$ cat config.mk
export PLATFORM = sky130hd
export DESIGN_NAME = random_command_selector
export DESIGN_NICKNAME = d
export VERILOG_FILES = /design/src/rtl/rcs_pkg.sv /design/src/rtl/rcs_scan.sv /design/src/rtl/random_command_selector.sv
export SDC_FILE = /design/constraint.sdc
export NUM_CORES = 1
export LEC_CHECK = 0
export BUFFER_PORTS_ARGS = -buffer_cell sky130_fd_sc_hd__buf_4
export CAP_MARGIN = 20
export CORE_UTILIZATION = 50
export CTS_CLUSTER_SIZE = 20
export DETAILED_ROUTE_END_ITERATION = 8
export PLACE_DENSITY = 0.68
export RECOVER_POWER = 100
export SLEW_MARGIN = 20
export SYNTH_ARGS = -nofsm -noshare
export SYNTH_HDL_FRONTEND = slang
export SYNTH_SLANG_ARGS = --single-unit
$ cat constraint.sdc
create_clock -name clk -period 5.8 [get_ports clk]
set_input_delay 0.58 -clock clk [delete_from_list [all_inputs] [get_ports clk]]
set_output_delay 0.58 -clock clk [all_outputs]
set_load 0.01 [all_outputs]
$ cat src/rtl/rcs_pkg.sv
`timescale 1ns / 1ps
// rcs_pkg: shared constants and handshake types for the random command selector.
// No dependencies; used by rcs_scan and random_command_selector.
package rcs_pkg;

    // Default size of the command table.
    localparam int MAX_COMMANDS_DEF = 32;

    // Fixed field widths.
    localparam int COUNT_W    = 6;
    localparam int MODE_W     = 4;
    localparam int RND_W      = 15;
    localparam int BUSY_W     = 32;
    localparam int SEL_W      = 5;
    localparam int CFG_IDX_W  = 1;
    localparam int CFG_DATA_W = 6;

    // Configuration register indexes.
    localparam logic [CFG_IDX_W-1:0] REG_COMMAND_COUNT = 1'b0;
    localparam logic [CFG_IDX_W-1:0] REG_MODE_FLAGS    = 1'b1;

    // Bit positions inside mode_flags.
    localparam int MODE_SEQ_BIT    = 0;
    localparam int MODE_COVER_BIT  = 1;
    localparam int MODE_NOREP_BIT  = 2;
    localparam int MODE_ONECYC_BIT = 3;

    // Operation codes.
    localparam logic OP_SELECT = 1'b0;
    localparam logic OP_CLEAR  = 1'b1;

    // Sequencer to scan unit.
    typedef struct packed {
        logic start;   // load mask/rank and begin a pass
        logic find;    // 1: stop at the rank-th free index, 0: count free indices
    } scan_req_t;

    // Scan unit to sequencer.
    typedef struct packed {
        logic done;    // one-cycle pulse at the end of a pass
        logic hit;     // find pass reached its rank
    } scan_rsp_t;

endpackage

$ cat src/rtl/rcs_scan.sv
`timescale 1ns / 1ps
// rcs_scan: bit-serial scan over the exclusion mask, one index per cycle.
// Counts free indices or locates the rank-th free one. Depends on rcs_pkg.
module rcs_scan #(
    parameter int MAX_COMMANDS = rcs_pkg::MAX_COMMANDS_DEF
) (
    input  logic                                   clk,
    input  logic                                   rst_n,
    input  rcs_pkg::scan_req_t                     req,
    input  logic [MAX_COMMANDS-1:0]                mask,
    input  logic [$clog2(MAX_COMMANDS+1)-1:0]      n,
    input  logic [$clog2(MAX_COMMANDS+1)-1:0]      rank,
    output rcs_pkg::scan_rsp_t                     rsp,
    output logic [$clog2(MAX_COMMANDS+1)-1:0]      count,
    output logic [$clog2(MAX_COMMANDS)-1:0]        index
);
    import rcs_pkg::*;

    localparam int CW = $clog2(MAX_COMMANDS + 1);
    localparam int IW = $clog2(MAX_COMMANDS);

    logic [MAX_COMMANDS-1:0] mask_reg, mask_next;
    logic [CW-1:0]           idx_reg, idx_next;
    logic [CW-1:0]           cnt_reg, cnt_next;
    logic [CW-1:0]           rank_reg, rank_next;
    logic [IW-1:0]           pick_reg, pick_next;
    logic                    run_reg, run_next;
    logic                    find_reg, find_next;
    logic                    hit_reg, hit_next;
    logic                    done_reg, done_next;
    logic [CW-1:0]           idx_inc;

    assign idx_inc = idx_reg + 1'b1;

    always_comb
    begin
        mask_next = mask_reg;
        idx_next  = idx_reg;
        cnt_next  = cnt_reg;
        rank_next = rank_reg;
        pick_next = pick_reg;
        run_next  = run_reg;
        find_next = find_reg;
        hit_next  = hit_reg;
        done_next = 1'b0;
        if (req.start)
        begin
            mask_next = mask;
            idx_next  = '0;
            cnt_next  = '0;
            rank_next = rank;
            pick_next = '0;
            run_next  = 1'b1;
            find_next = req.find;
            hit_next  = 1'b0;
        end
        else if (run_reg)
        begin
            mask_next = mask_reg >> 1;
            idx_next  = idx_inc;
            if (idx_inc == n)
            begin
                run_next  = 1'b0;
                done_next = 1'b1;
            end
            if (!mask_reg[0])
            begin
                if (find_reg)
                begin
                    if (rank_reg == '0)
                    begin
                        hit_next  = 1'b1;
                        pick_next = idx_reg[IW-1:0];
                        run_next  = 1'b0;
                        done_next = 1'b1;
                    end
                    else
                    begin
                        rank_next = rank_reg - 1'b1;
                    end
                end
                else
                begin
                    cnt_next = cnt_reg + 1'b1;
                end
            end
        end
    end

    always_ff @(posedge clk or negedge rst_n)
    begin
        if (!rst_n)
        begin
            mask_reg <= '0;
            idx_reg  <= '0;
            cnt_reg  <= '0;
            rank_reg <= '0;
            pick_reg <= '0;
            run_reg  <= 1'b0;
            find_reg <= 1'b0;
            hit_reg  <= 1'b0;
            done_reg <= 1'b0;
        end
        else
        begin
            mask_reg <= mask_next;
            idx_reg  <= idx_next;
            cnt_reg  <= cnt_next;
            rank_reg <= rank_next;
            pick_reg <= pick_next;
            run_reg  <= run_next;
            find_reg <= find_next;
            hit_reg  <= hit_next;
            done_reg <= done_next;
        end
    end

    assign rsp.done = done_reg;
    assign rsp.hit  = hit_reg;
    assign count    = cnt_reg;
    assign index    = pick_reg;

endmodule

$ cat src/rtl/random_command_selector.sv
`timescale 1ns / 1ps
// random_command_selector: top level, sequencer, selection state and ports.
// Depends on rcs_pkg and rcs_scan.
//
// Picks the next command index out of command_count (capped at MAX_COMMANDS).
// A clear-history request, a count of zero and sequential mode answer
// directly: the result is registered at the transfer edge. A random pick runs
// the shared bit-serial scan unit over the exclusion mask, one index per
// cycle: a counting pass (skipped when there is no previous pick), a
// multiply step that scales random_value by the free count, and a find
// pass that locates the chosen free index. If the counting pass finds no
// free index, the pick ends with found low, unless coverall mode without
// the onecyc flag refills its mask and goes on. The request side
// stalls while a pick is in progress and while an unaccepted result holds the
// output register. Configuration writes are always ready and must only be
// issued while the block is idle.
module random_command_selector #(
    parameter int MAX_COMMANDS = rcs_pkg::MAX_COMMANDS_DEF
) (
    input  logic                              clk,
    input  logic                              rst_n,
    // configuration write channel
    input  logic                              cfg_valid,
    output logic                              cfg_ready,
    input  logic [rcs_pkg::CFG_IDX_W-1:0]     cfg_index,
    input  logic [rcs_pkg::CFG_DATA_W-1:0]    cfg_data,
    // request channel
    input  logic                              req_valid,
    output logic                              req_stall,
    input  logic                              operation,
    input  logic [rcs_pkg::RND_W-1:0]         random_value,
    input  logic [rcs_pkg::BUSY_W-1:0]        busy_mask,
    // result channel
    output logic                              rsp_valid,
    input  logic                              rsp_stall,
    output logic [rcs_pkg::SEL_W-1:0]         selected_index,
    output logic                              found
);
    import rcs_pkg::*;

    localparam int CW   = $clog2(MAX_COMMANDS + 1);   // counts 0..MAX_COMMANDS
    localparam int IW   = $clog2(MAX_COMMANDS);       // index 0..MAX_COMMANDS-1
    localparam int CMPW = (CW > COUNT_W) ? CW : COUNT_W;

    typedef enum logic [2:0] {
        S_IDLE,
        S_COUNT_GO,
        S_COUNT,
        S_MUL,
        S_FIND_GO,
        S_FIND
    } state_t;

    state_t                  state_reg, state_next;
    logic [COUNT_W-1:0]      command_count_reg, command_count_next;
    logic [MODE_W-1:0]       mode_flags_reg, mode_flags_next;
    logic                    last_valid_reg, last_valid_next;
    logic [IW-1:0]           last_index_reg, last_index_next;
    logic [MAX_COMMANDS-1:0] excl_reg, excl_next;
    logic [CW-1:0]           free_reg, free_next;
    logic [CW-1:0]           nth_reg, nth_next;
    logic [RND_W-1:0]        rnd_reg, rnd_next;
    logic                    rsp_valid_reg, rsp_valid_next;
    logic [SEL_W-1:0]        selected_index_reg, selected_index_next;
    logic                    found_reg, found_next;

    // effective count n = min(command_count, MAX_COMMANDS)
    logic [CMPW-1:0]         cnt_ext, max_ext, n_wide;
    logic [CW-1:0]           n_eff;
    logic [MAX_COMMANDS-1:0] in_range;
    logic [MAX_COMMANDS-1:0] busy_in;
    logic [BUSY_W+MAX_COMMANDS-1:0] busy_wide;
    logic [MAX_COMMANDS-1:0] last_bit;
    logic [IW:0]             seq_next;
    logic [IW:0]             n_cmp;
    logic                    refill_keep;
    logic                    last_in_range;
    logic [RND_W+CW-1:0]     product;
    logic [IW+SEL_W-1:0]     pick_wide;
    logic [IW-1:0]           pick;
    logic                    req_xfer;
    logic                    mode_seq, mode_cover, mode_norep, mode_onecyc;

    scan_req_t               scan_req;
    scan_rsp_t               scan_rsp;
    logic [CW-1:0]           scan_count;
    logic [IW-1:0]           scan_index;

    rcs_scan #(
        .MAX_COMMANDS (MAX_COMMANDS)
    ) u_scan (
        .clk   (clk),
        .rst_n (rst_n),
        .req   (scan_req),
        .mask  (excl_reg),
        .n     (n_eff),
        .rank  (nth_reg),
        .rsp   (scan_rsp),
        .count (scan_count),
        .index (scan_index)
    );

    assign mode_seq    = mode_flags_reg[MODE_SEQ_BIT];
    assign mode_cover  = mode_flags_reg[MODE_COVER_BIT];
    assign mode_norep  = mode_flags_reg[MODE_NOREP_BIT];
    assign mode_onecyc = mode_flags_reg[MODE_ONECYC_BIT];

    assign cnt_ext = CMPW'(command_count_reg);
    assign max_ext = CMPW'(MAX_COMMANDS);
    assign n_wide  = (cnt_ext > max_ext) ? max_ext : cnt_ext;
    assign n_eff   = n_wide[CW-1:0];

    always_comb
    begin
        for (int i = 0; i < MAX_COMMANDS; i++)
        begin
            in_range[i] = (CW'(i) < n_eff);
        end
    end

    assign busy_wide = {{MAX_COMMANDS{1'b0}}, busy_mask};
    assign busy_in   = busy_wide[MAX_COMMANDS-1:0];
    assign last_bit  = {{(MAX_COMMANDS-1){1'b0}}, 1'b1} << last_index_reg;

    assign n_cmp    = (IW+1)'(n_eff);
    assign seq_next = last_valid_reg ? ({1'b0, last_index_reg} + 1'b1) : '0;

    // coverall refill keeps the last pick excluded with no-repeat and n > 1
    assign refill_keep   = mode_norep && (n_eff > CW'(1));
    assign last_in_range = ({1'b0, last_index_reg} < n_cmp);

    assign product = rnd_reg * free_reg;

    // rank not reached falls back to index 0
    assign pick      = scan_rsp.hit ? scan_index : '0;
    assign pick_wide = {{SEL_W{1'b0}}, pick};

    assign req_stall = (state_reg != S_IDLE) || (rsp_valid_reg && rsp_stall);
    assign req_xfer  = req_valid && !req_stall;
    assign cfg_ready = 1'b1;

    always_comb
    begin
        scan_req.start = (state_reg == S_COUNT_GO) || (state_reg == S_FIND_GO);
        scan_req.find  = (state_reg == S_FIND_GO);
    end

    always_comb
    begin
        state_next          = state_reg;
        command_count_next  = command_count_reg;
        mode_flags_next     = mode_flags_reg;
        last_valid_next     = last_valid_reg;
        last_index_next     = last_index_reg;
        excl_next           = excl_reg;
        free_next           = free_reg;
        nth_next            = nth_reg;
        rnd_next            = rnd_reg;
        rsp_valid_next      = rsp_valid_reg && rsp_stall;
        selected_index_next = selected_index_reg;
        found_next          = found_reg;

        if (cfg_valid && cfg_ready)
        begin
            case (cfg_index)
                REG_COMMAND_COUNT: command_count_next = cfg_data[COUNT_W-1:0];
                REG_MODE_FLAGS:    mode_flags_next    = cfg_data[MODE_W-1:0];
                default: ;
            endcase
        end

        case (state_reg)
            S_IDLE:
            begin
                if (req_xfer)
                begin
                    rnd_next = random_value;
                    if (operation == OP_CLEAR)
                    begin
                        last_valid_next     = 1'b0;
                        last_index_next     = '0;
                        excl_next           = '0;
                        rsp_valid_next      = 1'b1;
                        selected_index_next = '0;
                        found_next          = 1'b0;
                    end
                    else if (n_eff == '0)
                    begin
                        rsp_valid_next      = 1'b1;
                        selected_index_next = '0;
                        found_next          = 1'b0;
                    end
                    else if (mode_seq)
                    begin
                        rsp_valid_next = 1'b1;
                        if (seq_next >= n_cmp && mode_onecyc)
                        begin
                            // one pass done: stop
                            last_valid_next     = 1'b0;
                            last_index_next     = '0;
                            selected_index_next = '0;
                            found_next          = 1'b0;
                        end
                        else if (seq_next >= n_cmp)
                        begin
                            last_valid_next     = 1'b1;
                            last_index_next     = '0;
                            selected_index_next = '0;
                            found_next          = 1'b1;
                        end
                        else
                        begin
                            last_valid_next     = 1'b1;
                            last_index_next     = seq_next[IW-1:0];
                            selected_index_next = pick_wide[SEL_W-1:0] & '0
                                                  | SEL_W'({{SEL_W{1'b0}}, seq_next[IW-1:0]});
                            found_next          = 1'b1;
                        end
                    end
                    else if (!last_valid_reg)
                    begin
                        // no previous pick: mask left as is, all n count as free
                        free_next  = n_eff;
                        state_next = S_MUL;
                    end
                    else
                    begin
                        if (mode_cover)
                            excl_next = excl_reg | last_bit;
                        else
                            excl_next = (busy_in & in_range)
                                        | (mode_norep ? last_bit : '0);
                        state_next = S_COUNT_GO;
                    end
                end
            end

            S_COUNT_GO:
            begin
                state_next = S_COUNT;
            end

            S_COUNT:
            begin
                if (scan_rsp.done)
                begin
                    if (scan_count != '0)
                    begin
                        free_next  = scan_count;
                        state_next = S_MUL;
                    end
                    else if (!mode_cover || mode_onecyc)
                    begin
                        // nothing left; coverall still refills its mask
                        if (mode_cover)
                            excl_next = refill_keep ? last_bit : '0;
                        rsp_valid_next      = 1'b1;
                        selected_index_next = '0;
                        found_next          = 1'b0;
                        state_next          = S_IDLE;
                    end
                    else
                    begin
                        excl_next  = refill_keep ? last_bit : '0;
                        free_next  = n_eff - CW'(refill_keep && last_in_range);
                        state_next = S_MUL;
                    end
                end
            end

            S_MUL:
            begin
                nth_next   = product[RND_W+CW-1:RND_W];
                state_next = S_FIND_GO;
            end

            S_FIND_GO:
            begin
                state_next = S_FIND;
            end

            S_FIND:
            begin
                if (scan_rsp.done)
                begin
                    last_valid_next     = 1'b1;
                    last_index_next     = pick;
                    rsp_valid_next      = 1'b1;
                    selected_index_next = pick_wide[SEL_W-1:0];
                    found_next          = 1'b1;
                    state_next          = S_IDLE;
                end
            end

            default:
            begin
                state_next = S_IDLE;
            end
        endcase
    end

    always_ff @(posedge clk or negedge rst_n)
    begin
        if (!rst_n)
        begin
            state_reg          <= S_IDLE;
            command_count_reg  <= COUNT_W'(1);
            mode_flags_reg     <= '0;
            last_valid_reg     <= 1'b0;
            last_index_reg     <= '0;
            excl_reg           <= '0;
            free_reg           <= '0;
            nth_reg            <= '0;
            rnd_reg            <= '0;
            rsp_valid_reg      <= 1'b0;
            selected_index_reg <= '0;
            found_reg          <= 1'b0;
        end
        else
        begin
            state_reg          <= state_next;
            command_count_reg  <= command_count_next;
            mode_flags_reg     <= mode_flags_next;
            last_valid_reg     <= last_valid_next;
            last_index_reg     <= last_index_next;
            excl_reg           <= excl_next;
            free_reg           <= free_next;
            nth_reg            <= nth_next;
            rnd_reg            <= rnd_next;
            rsp_valid_reg      <= rsp_valid_next;
            selected_index_reg <= selected_index_next;
            found_reg          <= found_next;
        end
    end

    assign rsp_valid      = rsp_valid_reg;
    assign selected_index = selected_index_reg;
    assign found          = found_reg;

endmodule
==> results.yml <==
global_route:
  grt_start_max_net_pins: 93
  antenna_found_initial: 0
  track_usage_pct: 26.7
  grt_first_pass_wirelength_mm: 45.9
  grt_pass1_vias: 8543
  grt-ovfl-total: 0
place:
  io_buffers: 67
  place_area_um2: 11300
  dp.final_hpwl_mm: 20.5
  place.gp.congestion: 0.962
run_status:
  status: "finished with violations"
  violations: "capacitance limit, slew limit"
synth:
  syn_avg_cell_area_um2: 9.00
  synth_edf_count: 0
  synth_cell_types: 77
  async_reset_ff_share_pct: 100
  netlist_area_um2: 10700
  synth_nets: 1353
  ys.flop_type: "dfrtp_1"
  synth.top_cell.area_share_pct: 33.4
  synth.largest_area_cell: "dfrtp_1"
  syn-instance-count: 1192
  synth.most_common_cell: "dfrtp_1"
  synth_seq_cells: 144
  yosys_warnings: 0
  ys_seq_area_share_pct: 33.6
  ys_top_cells_by_count: "143 x dfrtp_1, 123 x nand2_1, 112 x o21ai_0"
  synthTopCellsByArea: "dfrtp_1 33%, fa_1 9.7%, ha_1 5.7%"
timing:
  report.final.slew_viol_count: 194
  tns_ps: 0
  fin_crit_ps: 4360
  worst_pin_slew_ps: 3440
  clock_skew_ps: 18.6
  rsz0062_at_grt: "false"
  hold_violations: 0
  layout_worst_path_cycle_share_pct: 75.1
  setup_viol: 0
  slew_headroom_pct: -129
  max_freq_mhz: 229
detailed_routing:
  via_per_inst: 5.95
  post-route-drc-count: 0
  wl_per_cell_um: 18.7
  vias: 8937
  ant_nets: 0
  dr.first_iter.drc_count: 705
  wirelength_mm: 28.2
  firstDrtPassIters: 6
floorplanning:
  start_util_pct: 51.0
  io_pins: 69
  row_count: 53
  core_um2: 21000
  dieArea_um2: 22000
  die_w_um: 148
  fp.dieH_um: 148
power_and_ir_drop:
  power_switching_uw: 3120
  p_leak_uw: 0.00555
  vdd_ir_drop_max_uv: 266
  powerDensity_nw_per_um2: 569
  intPower_uw: 3650
  pwr-share-seq_pct: 28.1
  swShare_pct: 46.1
  comb_power_share_pct: 53.8
  clockPowerShare_pct: 18.1
clocking:
  cts_buffers: 17
  path_clk_slew_ps: 70
  hold_buffers: 0
  cts_num_sinks: 144
  clk_latency_ps: 430
  htree_levels: 4
  cts_buffer_depth: 2
  cts_tree: "built"
  cts_resized: 0
  post_cts.repair.setup_buffers: 0
  clockRootBuffer: "clkbuf_16"
critical_path:
  critPathRequiredTime_ps: 6110
  start_kind: "register"
  arrival_ps: 4670
  r2r_setup_slack_ps: 1440
  critical_path_class: "reg2reg"
  cp_max_fo: 92
  max_stage_delay_ps: 2350
  slowest_stage: "clkbuf_1"
  end_kind: "register"
  worstPathCellList: "xnor2_1 > nor2_4 > clkbuf_1 > nor4b_1 > a22o_1"
worst_hold_path:
  worstHoldPathType: "in2async"
cells_and_area:
  multiInputGateArea_um2: 6480
  syn_to_final_growth_pct: 11.0
  fillers: 1884
  fin_nets: 1376
  drive_gt1_share_pct: 10.9
  register_area_um2: 3610
  antenna_cells: 0
  final_cell_area_um2: 11900
flow_run:
  drv_cap: 3
[stage by stage]
| step | cells | hold WS, ps | total power [uW] | utilization (%) | worst slack [ps] |
|---|---|---|---|---|---|
| after floorplan | 1192 | 284 | 4630 | - | 2010 |
| after global placement | 1471 | 467 | 5500 | 54.0 | 1700 |
| after detailed placement | 1471 | 467 | 5560 | 54.0 | 1660 |
| after CTS | 1503 | 216 | 6810 | 57.0 | 1610 |
| after global routing | 1503 | 238 | 7390 | 56.7 | 921 |
| final | 1503 | 183 | 6780 | 56.7 | 1440 |
[layer usage]
metal / GRT usage, % / up-vias / wire (um)
met5: 0 / - / 0
met4: 8.66 / 0 / 581
met3: 5.15 / 50 / 2030
met2: 40.4 / 362 / 12700
met1: 38.4 / 4325 / 12900
li1: - / 4200 / -
[logic make-up after synthesis]
kind of cell / count (synthesis) / synth area share, %
AND/OR/NAND/NOR: 381 / 18.2
AO/OA/AOI/OAI: 321 / 18.8
buffers and inverters: 156 / 5.75
flip-flops: 144 / 33.6
adder cells (fa/ha/maj): 101 / 15.4
multiplexers: 61 / 6.02
XOR/XNOR: 27 / 2.20
other: 1 / 0.0350
[path summary, 6_finish.rpt]
| kind | startpoint | to | cells after the start |
|---|---|---|---|
| min in group clk | cfg_data[5] | cnt_ext[5]$_DFFE_PN0P_ | 3 |
| hold reg to reg | found$_DFFE_PN0P_ | found$_DFFE_PN0P_ | 1 |
| setup / recovery | state_reg[2]$_DFFE_PN0P_ | u_scan.index[1]$_DFFE_PN0P_ | 5 |
| hold / removal | rst_n | u_scan.mask_reg[27]$_DFFE_PN0N_ | 1 |
| max in group asynchronous | rst_n | u_scan.index[4]$_DFFE_PN0P_ | 2 |
| setup reg to reg | state_reg[2]$_DFFE_PN0P_ | u_scan.index[1]$_DFFE_PN0P_ | 5 |
[final cells by class]
cell class / instances / share of cell area [%]
Inverter: 86 / 2.71
Clock buffer: 19 / 3.63
Clock inverter: 13 / 1.76
Timing Repair Buffer: 74 / 4.29
Multi-Input combinational cell: 892 / 54.4
Tap cell: 275 / 2.89
Sequential cell: 144 / 30.3
[cells in the final DEF (no fill, tap or decap), types with 4 or more instances in the layout]
cell type and instances:
a211oi_1 4, a21o_1 19, a21oi_1 73, a221oi_1 5, a22o_1 5, a31oi_1 16
a32oi_1 7, and2_1 85, and3_1 9, buf_4 60, bufinv_16 5, clkbuf_1 15
clkbuf_16 17, dfrtp_1 142, fa_1 52, ha_1 49, inv_1 84, mux2_2 27
mux2i_1 33, nand2_1 123, nand2b_1 8, nand3_1 24, nand4_1 8, nor2_1 63
nor2b_1 12, nor3_1 14, nor4_1 4, o211ai_1 10, o21a_1 6, o21ai_0 112
o221ai_1 6, o22ai_1 12, o2bb2ai_1 4, o31ai_1 5, or3_1 10, xnor2_1 16
xor2_1 11
[critical path: cells and delay by family, from the launching register on]
kind | cells | cell delay [ps]
AOI/OAI and AO/OA | 1 | 400
and+or+nand+nor | 2 | 720
buffers and inverters | 1 | 2350
xor gates and xnor gates | 1 | 190
DFF | 1 | 550
[power by group through the flow]
stage	registers [uW]	logic [uW]	clock network (uW)
6_report	1910	3650	1220
5_1_grt	1970	4140	1280
4_1_cts	1900	3680	1240
3_5_place_dp	1910	3650	0
3_3_place_gp	1910	3590	0
2_1_floorplan	1630	3000	0
(Power assumes the default switching activity.)
